## src/rtl/core/otf_pkg.sv

```systemverilog
// Package for the one-pole TPT filter: widths, register indexes, mode codes,
// the controller-to-datapath command struct and fixed-point helper functions.
// No dependencies.
package otf_pkg;

    // Field and coefficient widths
    localparam int SAMPLE_BITS    = 16;
    localparam int COEF_FRAC_BITS = 20;
    localparam int INTEG_BITS     = SAMPLE_BITS + 8;
    localparam int MODE_BITS      = 2;
    localparam int GAIN_BITS      = 24;
    localparam int NORM_BITS      = 21;
    localparam int CFG_IDX_BITS   = 2;
    localparam int CFG_DATA_BITS  = GAIN_BITS;

    // Working widths, sized from the value bounds of each term
    localparam int COEF_OP_W = GAIN_BITS + 1;                               // signed coef operand
    localparam int GX_W      = GAIN_BITS + SAMPLE_BITS - COEF_FRAC_BITS + 2;
    localparam int T_W       = ((GX_W > INTEG_BITS) ? GX_W : INTEG_BITS) + 1;
    localparam int LP_W      = T_W + NORM_BITS - COEF_FRAC_BITS + 2;
    localparam int D_W       = ((LP_W > SAMPLE_BITS) ? LP_W : SAMPLE_BITS) + 1;
    localparam int P_W       = COEF_OP_W + D_W;                             // product width
    localparam int RND_W     = P_W + 1 - COEF_FRAC_BITS;                    // rounded product
    localparam int SUM_W     = RND_W + 1;                                   // gd + lp

    // Rounding constant and register reset values
    localparam logic [P_W:0]           ROUND_HALF = (P_W+1)'(1) << (COEF_FRAC_BITS - 1);
    localparam logic [NORM_BITS-1:0]   NORM_RESET = NORM_BITS'(1) << COEF_FRAC_BITS;

    // Configuration register indexes
    localparam logic [CFG_IDX_BITS-1:0] REG_MODE = 2'd0;
    localparam logic [CFG_IDX_BITS-1:0] REG_GAIN = 2'd1;
    localparam logic [CFG_IDX_BITS-1:0] REG_NORM = 2'd2;

    // Filter modes; other codes give zero output
    localparam logic [MODE_BITS-1:0] MODE_LP = 2'd0;
    localparam logic [MODE_BITS-1:0] MODE_HP = 2'd1;

    // Multiplier operand selection
    typedef enum logic [1:0] {
        MUL_GX = 2'd0,   // g * x
        MUL_LP = 2'd1,   // t * g1
        MUL_GD = 2'd2    // g * (x - lp)
    } t_mul_sel;

    // Commands from controller to datapath
    typedef struct packed {
        logic     load;     // capture input beat, apply clear
        logic     mul_en;   // register a product
        t_mul_sel mul_sel;
        logic     t_en;     // t = rnd(g*x) + s
        logic     lp_en;    // lp = rnd(t*g1)
        logic     upd;      // integrator update and output write
    } t_dp_cmd;

    // Shift right by COEF_FRAC_BITS, rounding half up
    function automatic logic signed [RND_W-1:0] round_shift(input logic signed [P_W-1:0] p);
        logic signed [P_W:0] ext;
        logic signed [P_W:0] sh;
        ext = {p[P_W-1], p} + ROUND_HALF;
        sh  = ext >>> COEF_FRAC_BITS;
        return sh[RND_W-1:0];
    endfunction

    // Saturate to the integrator width
    function automatic logic signed [INTEG_BITS-1:0] sat_integ(
        input logic signed [SUM_W-1:0] v
    );
        logic [SUM_W-INTEG_BITS:0] hi;
        hi = v[SUM_W-1:INTEG_BITS-1];
        if ((&hi) || !(|hi)) begin
            return v[INTEG_BITS-1:0];
        end
        return v[SUM_W-1] ? {1'b1, {(INTEG_BITS-1){1'b0}}} : {1'b0, {(INTEG_BITS-1){1'b1}}};
    endfunction

    // Saturate to the sample width
    function automatic logic signed [SAMPLE_BITS-1:0] sat_sample(
        input logic signed [D_W-1:0] v
    );
        logic [D_W-SAMPLE_BITS:0] hi;
        hi = v[D_W-1:SAMPLE_BITS-1];
        if ((&hi) || !(|hi)) begin
            return v[SAMPLE_BITS-1:0];
        end
        return v[D_W-1] ? {1'b1, {(SAMPLE_BITS-1){1'b0}}} : {1'b0, {(SAMPLE_BITS-1){1'b1}}};
    endfunction

endpackage

```

## src/rtl/core/otf_ctrl.sv

```systemverilog
// Sequencer for the one-pole TPT filter: steps the shared multiplier through
// g*x, t*g1 and g*d, and owns the input ready and output valid flags.
// Depends on otf_pkg.
module otf_ctrl (
    input  logic             i_clk,
    input  logic             i_rst_n,
    input  logic             i_in_valid,
    output logic             o_in_ready,
    output logic             o_out_valid,
    input  logic             i_out_ready,
    output otf_pkg::t_dp_cmd o_cmd
);

    typedef enum logic [6:0] {
        ST_IDLE = 7'b0000001,
        ST_GX   = 7'b0000010,
        ST_T    = 7'b0000100,
        ST_LP   = 7'b0001000,
        ST_LPR  = 7'b0010000,
        ST_GD   = 7'b0100000,
        ST_UPD  = 7'b1000000
    } t_state;

    t_state r_state, n_state;
    logic   r_out_valid, n_out_valid;
    logic   out_free;

    // Output slot can take a result when empty or being drained
    assign out_free    = !r_out_valid || i_out_ready;
    assign o_in_ready  = (r_state == ST_IDLE);
    assign o_out_valid = r_out_valid;

    // Next state and commands
    always_comb begin
        n_state       = r_state;
        o_cmd         = '0;
        o_cmd.mul_sel = otf_pkg::MUL_GX;
        case (r_state)
            ST_IDLE: begin
                if (i_in_valid) begin
                    o_cmd.load = 1'b1;
                    n_state    = ST_GX;
                end
            end
            ST_GX: begin
                o_cmd.mul_en  = 1'b1;
                o_cmd.mul_sel = otf_pkg::MUL_GX;
                n_state       = ST_T;
            end
            ST_T: begin
                o_cmd.t_en = 1'b1;
                n_state    = ST_LP;
            end
            ST_LP: begin
                o_cmd.mul_en  = 1'b1;
                o_cmd.mul_sel = otf_pkg::MUL_LP;
                n_state       = ST_LPR;
            end
            ST_LPR: begin
                o_cmd.lp_en = 1'b1;
                n_state     = ST_GD;
            end
            ST_GD: begin
                o_cmd.mul_en  = 1'b1;
                o_cmd.mul_sel = otf_pkg::MUL_GD;
                n_state       = ST_UPD;
            end
            ST_UPD: begin
                // hold here until the output slot frees up
                if (out_free) begin
                    o_cmd.upd = 1'b1;
                    n_state   = ST_IDLE;
                end
            end
            default: begin
                n_state = ST_IDLE;
            end
        endcase
    end

    // Output valid flag
    always_comb begin
        if (o_cmd.upd) begin
            n_out_valid = 1'b1;
        end else if (i_out_ready) begin
            n_out_valid = 1'b0;
        end else begin
            n_out_valid = r_out_valid;
        end
    end

    always_ff @(posedge i_clk) begin
        if (!i_rst_n) begin
            r_state     <= ST_IDLE;
            r_out_valid <= 1'b0;
        end else begin
            r_state     <= n_state;
            r_out_valid <= n_out_valid;
        end
    end

endmodule

```

## config.mk

```make
export PLATFORM = sky130hd
export DESIGN_NAME = otf_ctrl
export DESIGN_NICKNAME = d
export VERILOG_FILES = /design/src/rtl/core/otf_pkg.sv /design/src/rtl/core/otf_ctrl.sv
export SDC_FILE = /design/constraint.sdc
export NUM_CORES = 1
export LEC_CHECK = 0
export CORE_AREA = 10 10 47 49
export DETAILED_ROUTE_END_ITERATION = 16
export DIE_AREA = 0 0 57 59
export DONT_BUFFER_PORTS = 1
export GPL_TIMING_DRIVEN = 0
export SLEW_MARGIN = 20
export SYNTH_ARGS = -nofsm -noshare
export SYNTH_HDL_FRONTEND = slang
export SYNTH_SLANG_ARGS = --single-unit
```

## constraint.sdc

```tcl
create_clock -name i_clk -period 1.35 [get_ports i_clk]
set_input_delay 0.2025 -clock i_clk [delete_from_list [all_inputs] [get_ports i_clk]]
set_output_delay 0.2025 -clock i_clk [all_outputs]
set_load 0.02 [all_outputs]
```

== Word-level counts from Yosys, hierarchy flattened ==
Cells that the tools add are included.
Storage, ports and cells
  output and inout port bits: 9
  bits of input ports: 4
  register bits: 8
  memory bits (writable): 0
  memories: 0
  latch bits: 0
  bits in read-only memories: 0
Operators by class
  div/mod/pow operators: 0
  shift operators: 0
  mux-type cells: 12
  eq/ne operators: 9
  multiply operators: 0
  bitwise operators: 0
  add/sub/neg operators: 0
  order comparisons: 0
  reduce and logical (&&, ||, !) cells: 4
Operators with widths (number)
  $pmux 7 s7: 1
  $mux 7: 2
  $pmux 3 s3: 1
  $mux 1: 8
  $eq 7x1->1 const B: 1
  $eq 7x2->1 const B: 1
  $eq 7x3->1 const B: 1
  $eq 7x4->1 const B: 1
  $eq 7x5->1 const B: 1
  $eq 7x6->1 const B: 1
  $eq 7x7->1 const B: 1
  $ne 2x2->1 const B: 2
  $reduce_and 2->1: 1
  $reduce_bool 2->1: 1
  $logic_not 1->1: 1
  $logic_or 1x1->1: 1

== Depth between registers and ports, before layout ==
Gate-level depths: netlist of the first run.
  depth in word-level cells: 5
  mapped depth: 5
  depth with buffers taken out: 3

== Worst setup path after synthesis of the first run ==
Ideal clock, no wire load.
  kind: register to output
  start point: register r_state[6]
  end point: output port o_cmd[6] (netlist bit)
  path buffers: 1
  stages on the path, launching flop included: 5
  required time: 1148 ps
  arrival time: 1502 ps
  slack: -354 ps
  cells stage by stage: dfxtp_1 -> buf_6 -> or3_4 -> nor3_2 -> and2_1
RTL lines
  start, declared: RTL line otf_ctrl.sv:24  | t_state r_state, n_state;
  start signal, assigned: RTL line otf_ctrl.sv:97  | r_state <= n_state;
  end, declared: RTL line otf_ctrl.sv:11  | output otf_pkg::t_dp_cmd o_cmd

==> impl_results.md, run 1 <==
* Final Worst Setup Slack at -0.4343 ns
* Pwr dens at 811.5 nW/um^2
* Static leakage at 0.2701 nW
* # nets final at 74
* # rows at 14
* Met1 usage at 8.612%
* Post-route setup TNS at -3.167 ns
* CTS tree: built
* Clock Skew at 0.01608 ns
* First-pass GRT wire length at 2249 um
* Port Buf Inserts at 0
* Clock Power Share at 34.4%
* Overflow after GRT at 0
* Worst vdd rail ir drop at 605.5 uV
* Internal Power at 392.8 uW
* Worst Max-Slew Pin Slew at 0.4235 ns
* WS Path Type: reg -> out
* Violated checks: negative setup slack
* Final core occ at 49.55%
* Via count at 481
* Design Area, Final at 694.4 um^2
* Total GRT Usage at 8.709%
* DR WL/cell at 17.61 um
* Yosys reg bits at 8
* Sw frac at 30.29%
* RSZ-0062 raised after global routing: yes
* CP arrival at 1.58 ns
* Most frequent cells in the layout: buf_4 (11), dfxtp_4 (5), nor2_1 (4)
* Slowest cell on crit path: or3_4
* HPWL after DPL at 866.1 um
* Number of buffers created by CTS at 3
* ANT cells at 0
* Longest Clk Path Bufs at 2
* Critical Path, Cell by Cell: or3_4, nor3_4, and2_4
* GRT met2 Usage at 13.64%
* Cell family with most CP delay: simple AND/OR/NAND/NOR gates
* Area Overhead vs Synth at 39.80%
* Register share of total power at 45.3%
* Share of layout cells above drive strength 1 at 55.88%
* Die Ht at 59 um
* CTS clk-pin slew, worst paths at 0.07 ns
* Die ar. at 3363 um^2
* Seq/Total Area, Yosys at 32.24%
* Clock sinks at 8
* Mapped Area at 496.7 um^2
* Number of global-route vias before repair at 497
* Clk Latency, worst-skew pair at 0.27 ns
* WL final at 1479 um
* Yosys warnings at 0
* RD Place Congestion at 0.8150
* CP peak stage delay at 0.41 ns
* Commonest non-fill, non-tap cell in the layout: buf_4
* Req. time, crit path at 1.15 ns
* Final Setup Violations at 14
* DR pass1 iterations at 4
* Final Max Slew Viols at 0
* Tcrit/Tclk final at 132.2%
* Final min period at 1.784 ns
* Gate count of the mapped netlist at 55
* Slew headroom at 71.55%
* Post-Syn Nets at 59
* Max FO, Critical Path at 3
* Post-route ant nets at 0
* CP bufs+invs at 0
* H-Tree Depth at 1
* Crit end category: primary output
* Busiest layer in global routing: met2
* Initial Utilization at 35.45%
* Achievable Freq at 0.5604 GHz
* GRT met3 Usage at 6.867%
* Mean Syn Cell Area at 9.031 um^2
* Die X at 57 um
* Sw power at 170.7 uW
* Vias per cell at 5.726
* Cell Area, Placed at 534.3 um^2
* Core area at 1401 um^2
* HP Class: in -> reg
* Largest net degree at the start of global routing at 10
* Initial DRC Count at 6
* Initial antenna violation count at 0
* # DRC at 0
* Final hold violations at 0
* Hold_ws at 0.06198 ns
* Hold-fix buffers, CTS at 0
* Worst Setup Start Kind: register
* Comb pwr share at 20.3%
* Run status: finished, violations left
* Max-Cap Viols at 0
* Root buffer cell: clkbuf_4
* Netlist cell types at 31
* Ports at 13
## sequential cells by signal (all words and copies together), names as in the netlist
name / cells
o_out_valid: 1
r_state: 7
## cell type report
cell class | count | area [um^2]
Multi-Input combinational cell | 41 | 354.1
Timing Repair Buffer | 12 | 97.59
Sequential cell | 8 | 181.4
Clock buffer | 3 | 22.52
Tap cell | 16 | 20.02
Buffer | 1 | 7.507
Fill cell | 138 | 706.9
Inverter | 3 | 11.26
## cell families (layout without fill, tap and decap cells)
kind of cell / count (synthesis) / in the layout / share of synthesized area, %
xor gates and xnor gates: 2 / 2 / 3.527
and+or+nand+nor: 31 / 31 / 42.32
DFF: 8 / 8 / 32.24
buffers and inverters: 6 / 19 / 7.052
AOI/OAI and AO/OA: 8 / 8 / 14.86
## timing repair
| action | CTS | global route |
|---|---|---|
| setup endpoints to repair | 15 | 15 |
| pin swaps | 8 | 5 |
| gates resized for setup | 18 | 6 |
| setup buffers | 8 | 4 |
## worst register-to-register path, cell delays in order (launching register included)
cell	delay (ns)
dfxtp_4	0.34
or3_4	0.41
buf_4	0.15
buf_6	0.11
o41ai_4	0.27
buf_4	0.20
nor4_1	0.05
## synth_stat cells, drive strengths merged
library cell  n  area, um^2
dfxtp         8       160.2
nor2          5       18.77
nor3          4       30.03
nor4          4       37.53
buf           3       23.77
inv           3       11.26
nand2b        3       18.77
and3          2       12.51
nor2b         2       12.51
nor3b         2       15.01
o21ai         2       10.01
xor2          2       17.52
a21oi         1       5.000
a31o          1       8.760
a31oi         1       6.260
and2          1       6.260
and4          1       10.01
nand2         1       3.750
nand3         1       5.000
nand4         1       6.260
nand4b        1       8.760
o2111ai       1       8.760
o211ai        1       7.510
o41ai         1       27.53
or2           1       6.260
or3           1       11.26
or4           1       7.510
## routing by layer
metal	share of wire, %	vias up	wire [um]
met1	36	232	539
met4	0.81	0	12
met3	11	2	163
met5	0	-	0
met2	52	17	764
li1	-	230	-
## metrics by stage
step | power [mW] | setup slack [ns] | cells
floorplan | 0.3320 | -0.2401 | 55
global placement | 0.3436 | -0.2861 | 71
CTS | 0.5547 | -0.4394 | 80
detailed placement | 0.3455 | -0.3026 | 71
finish | 0.5635 | -0.4343 | 84
global route | 0.6035 | -0.5077 | 84
## final timing paths
path,from,end,slack [ns],cells past startpoint
worst min register to register,r_state[6]$_SDFFE_PN0P_,o_out_valid$_SDFFE_PN0P_,0.59,2
worst min-delay path,i_rst_n,o_out_valid$_SDFFE_PN0P_,0.06,1
worst max register to register,r_state[5]$_SDFFE_PN0P_,r_state[5]$_SDFFE_PN0P_,-0.29,6
worst max-delay path,r_state[5]$_SDFFE_PN0P_,o_cmd[6],-0.43,3
## power groups by stage
stage / clock network (mW) / registers (mW) / logic (mW)
finish: 0.194 / 0.255 / 0.114
global route: 0.222 / 0.256 / 0.125
CTS: 0.200 / 0.256 / 0.0991
detailed placement: 0 / 0.264 / 0.0810
global placement: 0 / 0.265 / 0.0788
floorplan: 0 / 0.261 / 0.0711
Note: power is estimated with default switching activity, not from simulation.
==> run 2: changes to the inputs <==
--- a/config.mk
+++ b/config.mk
@@ -6,4 +6,5 @@
 export NUM_CORES = 1
 export LEC_CHECK = 0
+export CAP_MARGIN = 20
 export CORE_AREA = 10 10 47 49
 export DETAILED_ROUTE_END_ITERATION = 16
@@ -11,4 +12,5 @@
 export DONT_BUFFER_PORTS = 1
 export GPL_TIMING_DRIVEN = 0
+export HOLD_SLACK_MARGIN = 0.08
 export SLEW_MARGIN = 20
 export SYNTH_ARGS = -nofsm -noshare
==> constraint.sdc (replaced) <==
create_clock -name i_clk -period 1.35 [get_ports i_clk]
set_input_delay 0.2025 -clock i_clk [delete_from_list [all_inputs] [get_ports i_clk]]
set_output_delay 0.2025 -clock i_clk [all_outputs]
set_load 0.05 [all_outputs]
==> impl_results.md, run 2 (synthesized netlist as in run 1, its figures left out) <==
* Final hold violations at 0 (unchanged)
* Hold_sp: i_rst_n
* RD Place Congestion at 0.8498 (+4.3%)
* Post-route ant nets at 0 (unchanged)
* CTS clk-pin slew, worst paths at 0.06 ns (about the same)
* Final min period at 2.083 ns (+0.2987 ns)
* HP Class: in -> reg
* Cell family with most CP delay: simple AND/OR/NAND/NOR gates
* DR pass1 iterations at 4 (unchanged)
* WL final at 1329 um (-10%)
* Max reg flops at 7 (unchanged)
* ANT cells at 0 (unchanged)
* CTS tree: built
* Final Max Slew Viols at 0 (unchanged)
* Final core occ at 50.89% (+1.3 points)
* Worst Max-Slew Pin Slew at 0.7604 ns (+0.3369 ns)
* Violated checks: negative setup slack
* H-Tree Depth at 1 (unchanged)
* Initial DRC Count at 12 (+6)
* Max FO, Critical Path at 3 (unchanged)
* Ports at 13 (unchanged)
* Slew headroom at 48.93% (-23 points)
* Clk Latency, worst-skew pair at 0.25 ns (-0.02 ns)
* First-pass GRT wire length at 2125 um (-5.5%)
* Static leakage at 0.2603 nW (-3.6%)
* Crit path from: r_state[5]$_SDFFE_PN0P_
* # rows at 14 (unchanged)
* Area Overhead vs Synth at 43.58%
* Port Buf Inserts at 0 (unchanged)
* R2R Path Start: r_state[5]$_SDFFE_PN0P_
* Tcrit/Tclk final at 154.3% (+22 points)
* Number of buffers created by CTS at 3 (unchanged)
* Number of global-route vias before repair at 434 (-13%)
* # DRC at 0 (unchanged)
* Final Worst Setup Slack at -0.7330 ns (-0.2987 ns)
* Largest net degree at the start of global routing at 10 (unchanged)
* Total GRT Usage at 7.926% (-0.78 points)
* CP arrival at 1.88 ns (+0.30 ns)
* Most frequent cells in the layout: buf_4 (7), dfxtp_4 (5)
* Design Area, Final at 713.2 um^2 (+2.7%)
* Max-Cap Viols at 0 (unchanged)
* Initial Utilization at 35.45% (unchanged)
* Cell Area, Placed at 555.5 um^2 (+4.0%)
* Clock sinks at 8 (unchanged)
* Final Setup Violations at 15 (+1)
* Run status: finished, violations left
* # nets final at 72 (-2.7%)
* Vias per cell at 5.720 (-0.12%)
* Core area at 1401 um^2 (unchanged)
* Largest Register: r_state
* Share of layout cells above drive strength 1 at 60.61% (+4.7 points)
* Critical Path, Cell by Cell: or3_4, nor3_4, and2_4
* Slowest cell on crit path: nor3_4
* Commonest non-fill, non-tap cell in the layout: buf_4
* Clock Skew at 0.006778 ns (-0.009306 ns)
* HPWL after DPL at 832.9 um (-3.8%)
* Overflow after GRT at 0 (unchanged)
* Worst vdd rail ir drop at 644.2 uV (+6.4%)
* Via count at 469 (-2.5%)
* CP bufs+invs at 0 (unchanged)
* DR WL/cell at 16.21 um (-8.0%)
* RSZ-0062 raised after global routing: yes
* WS Path Type: reg -> out
* Achievable Freq at 0.4801 GHz (-14%)
* Final cell count without fillers at 82 (-2.4%)
* Die Ht at 59 um (unchanged)
* Initial antenna violation count at 0 (unchanged)
* Die ar. at 3363 um^2 (unchanged)
* Pwr dens at 813.0 nW/um^2 (+0.19%)
* Worst Setup Start Kind: register
* Req. time, crit path at 1.15 ns (about the same)
* Longest Clk Path Bufs at 2 (unchanged)
* Crit end category: primary output
* Die X at 57 um (unchanged)
* DP Cell Count at 71 (unchanged)
* Root buffer cell: clkbuf_4
* CP peak stage delay at 0.53 ns (+0.12 ns)
==> run 2: per-stage QoR <==
step	total power [mW]	worst slack [ns]	hold WS (ns)	TNS, ns
2_1_floorplan	0.3628	-0.5478	0.3307	-2.301
5_1_grt	0.6223	-0.7791	0.08721	-6.046
3_3_place_gp	0.3752	-0.5971	0.3355	-3.486
3_5_place_dp	0.3749	-0.5989	0.3368	-3.408
6_report	0.5798	-0.7330	0.1058	-5.187
4_1_cts	0.5727	-0.7420	0.09872	-5.042
==> run 2: final cells by class <==
class | count | area (um^2)
Buffer | 1 | 11.26
Clock buffer | 3 | 22.52
Tap cell | 16 | 20.02
Multi-Input combinational cell | 41 | 377.9
Fill cell | 134 | 688.2
Inverter | 3 | 13.76
Timing Repair Buffer | 10 | 85.08
Sequential cell | 8 | 182.7
==> run 2: path summary, 6_finish.rpt <==
path                                           endpoint  slack, ns  depth (start not counted)
worst min register to register  r_state[5]$_SDFFE_PN0P_       0.56                          2
worst max register to register  r_state[3]$_SDFFE_PN0P_      -0.60                          5
worst min-delay path            r_state[1]$_SDFFE_PN0P_       0.11                          1
worst max-delay path                           o_cmd[6]      -0.73                          3
==> run 2: routing by layer <==
layer  vias up  global-route usage, %  routed length [um]
met5         -                      0                   0
met4         0                  3.020                  13
met3         2                  5.794                 127
met2        15                  12.09                 673
met1       228                  8.244                 513
li1        224                      -                   -
==> run 2: power breakdown <==
group	internal, mW	leakage [nW]	switching, mW	total [mW]
Sequential	0.238	0.0696	0.0237	0.262
Combinational	0.0595	0.177	0.0767	0.136
Clock	0.102	0.0138	0.0803	0.182
Total	0.399	0.260	0.181	0.580
==> run 2: worst reg2reg max path: stages (launching register included) <==
cell and delay [ns]:
dfxtp_4 0.34, or3_4 0.41, buf_4 0.15, buf_6 0.12
nor4_4 0.57, nor3b_2 0.27
==> run 2: timing repair <==
| item | CTS | global route |
|---|---|---|
| hold endpoints to repair | 1 | 0 |
| setup buffers | 6 | 4 |
| gates resized for setup | 19 | 9 |
| hold buffers | 1 | 0 |
| setup endpoints to repair | 15 | 15 |
| gates cloned | 0 | 0 |
| pin swaps | 12 | 7 |
==> run 3: changes to the inputs <==
GPL_TIMING_DRIVEN = default   (was 0)
==> impl_results.md, run 3 (synthesized netlist as in run 1, its figures left out) <==
* Number of buffers created by CTS at 3 (unchanged)
* Die ar. at 3363 um^2 (unchanged)
* DR pass1 iterations at 4 (unchanged)
* CTS clk-pin slew, worst paths at 0.05 ns (about the same)
* # DRC at 0 (unchanged)
* # nets final at 91 (+26%)
* Overflow after GRT at 0 (unchanged)
* Most frequent cells in the layout: buf_4 (18), buf_6 (6), buf_12 (5), dfxtp_2 (5)
* Final hold violations at 0 (unchanged)
* CP arrival at 1.47 ns (-0.41 ns)
* Layout fillers at 110 (-18%)
* Slowest cell on crit path: or3_4
* Run status: finished, violations left
* ANT cells at 0 (unchanged)
* Crit path capture: o_cmd[2]
* First-pass GRT wire length at 2456 um (+16%)
* HP Class: in -> reg
* Crit path from: r_state[6]$_SDFFE_PN0P_
* Design Area, Final at 912.1 um^2 (+28%)
* Slew headroom at 80.52% (+32 points)
* Vias per cell at 5.366 (-6.2%)
* Cell family with most CP delay: simple AND/OR/NAND/NOR gates
* Largest Register: r_state
* Final Setup Violations at 15 (unchanged)
* Internal Power at 429.0 uW (+7.5%)
* Reg-to-Reg End: r_state[6]$_SDFFE_PN0P_
* Hold_sp: i_rst_n
* Ports at 13 (unchanged)
* CP peak stage delay at 0.42 ns (-0.11 ns)
* Share of layout cells above drive strength 1 at 63.53% (+2.9 points)
* Sw frac at 31.50% (+0.34 points)
* Reg2reg setup slack at -0.28 ns (+0.32 ns)
* WL final at 1621 um (+22%)
* Initial antenna violation count at 0 (unchanged)
* Tcrit/Tclk final at 124.2% (-30 points)
* Commonest non-fill, non-tap cell in the layout: buf_4
* Core area at 1401 um^2 (unchanged)
* Achievable Freq at 0.5966 GHz (+24%)
* Sw power at 197.3 uW (+9.2%)
* Violated checks: negative setup slack
* Register share of total power at 42.6% (-2.5 points)
* Footprint of the multi-input gates at 379.1 um^2 (+0.33%)
* Hold_ws at 0.1054 ns (-0.0004230 ns)
* Worst Setup Start Kind: register
* Via count at 542 (+16%)
* Worst R2R Path Depth at 6 (+1)
* Final core occ at 65.09% (+14 points)
* Max reg flops at 7 (unchanged)
* Die X at 57 um (unchanged)
* Crit end category: primary output
* HPWL after DPL at 982.5 um (+18%)
* Largest net degree at the start of global routing at 9 (-1)
* Worst vdd rail ir drop at 508.2 uV (-21%)
* CP bufs+invs at 1 (+1)
* Comb pwr share at 27.5% (+4.0 points)
* Worst Max-Slew Pin Slew at 0.2900 ns (-0.4705 ns)
* H-Tree Depth at 1 (unchanged)
* Clock Power Share at 30.0% (-1.4 points)
* Static leakage at 0.3805 nW (+46%)
* RD Place Congestion at 0.9079 (+6.8%)
* CTS tree: built
* DR WL/cell at 16.05 um (-0.97%)
* Cell Area, Placed at 752.0 um^2 (+35%)
* Initial Utilization at 35.45% (unchanged)
* Pwr dens at 686.7 nW/um^2 (-16%)
* Critical path depth in cells at 3 (unchanged)
* R2R Path Start: r_state[6]$_SDFFE_PN0P_
* Req. time, crit path at 1.15 ns (about the same)
* Initial DRC Count at 23 (+11)
* # rows at 14 (unchanged)
* Total GRT Usage at 9.359% (+1.4 points)
* RSZ-0062 raised after global routing: yes
* Final Worst Setup Slack at -0.3261 ns (+0.4070 ns)
* Critical Path, Cell by Cell: or3_4, nor4_4, buf_12
* Post-route ant nets at 0 (unchanged)
* Port Buf Inserts at 0 (unchanged)
* Final Max Slew Viols at 0 (unchanged)
* Number of global-route vias before repair at 500 (+15%)
* Reg area at 166.4 um^2 (-8.9%)
* Clock Skew at 0.002193 ns (-0.004585 ns)
* Root buffer cell: clkbuf_4
* Clk Latency, worst-skew pair at 0.25 ns (about the same)
* Max-Cap Viols at 0 (unchanged)
* Clock sinks at 8 (unchanged)
* Area Overhead vs Synth at 83.63%
* Die Ht at 59 um (unchanged)
* Final min period at 1.676 ns (-0.4070 ns)
* WS Path Type: reg -> out
* Max FO, Critical Path at 3 (unchanged)
* Longest Clk Path Bufs at 2 (unchanged)
[run 3: final cells by class]
type | count | share of cell area (%)
multi-input combinational | 41 | 41.56
timing repair buffer | 30 | 34.29
sequential | 8 | 18.24
clock buffer | 3 | 2.469
tap | 16 | 2.195
inverter | 3 | 1.235
[run 3: metal layers]
| layer | vias to the layer above | GRT usage [%] | wire (um) |
|---|---|---|---|
| met2 | 25 | 13.49 | 803 |
| met5 | - | 0 | 0 |
| met4 | 0 | 4.027 | 14 |
| met3 | 2 | 5.365 | 153 |
| li1 | 263 | - | - |
| met1 | 252 | 11.00 | 650 |
[run 3: what timing repair did]
action,CTS,global route
hold buffers,1,0
buffers inserted,4,5
endpoints found under the setup margin,15,15
pin swaps,7,6
resized for setup,12,8
cloned,0,0
endpoints found under the hold margin,1,0
[run 3: worst min-delay path by stage]
stage                                to  slack [ns]  cells after the start
6_report        r_state[1]$_SDFFE_PN0P_        0.11                      1
5_1_grt         r_state[1]$_SDFFE_PN0P_        0.10                      1
4_1_cts         r_state[1]$_SDFFE_PN0P_        0.10                      1
3_5_place_dp   o_out_valid$_SDFFE_PN0P_        0.34                      1
3_3_place_gp   o_out_valid$_SDFFE_PN0P_        0.33                      1
2_1_floorplan  o_out_valid$_SDFFE_PN0P_        0.33                      1
[run 3: power by group through the flow]
stage          Clock [mW]  Combinational, mW  Sequential [mW]
2_1_floorplan           0             0.0997            0.263
3_3_place_gp            0              0.138            0.264
3_5_place_dp            0              0.140            0.263
4_1_cts             0.192              0.148            0.262
5_1_grt             0.211              0.182            0.268
6_report            0.188              0.172            0.267
[run 3: metrics by stage]
step	cells	setup TNS [ns]	setup slack (ns)	power [mW]
3_5_place_dp	89	-0.3865	-0.05145	0.4030
4_1_cts	96	-3.022	-0.3243	0.6021
3_3_place_gp	89	-0.2283	-0.05880	0.4024
2_1_floorplan	55	-2.301	-0.5478	0.3628
5_1_grt	101	-4.749	-0.3968	0.6616
6_report	101	-3.617	-0.3261	0.6263
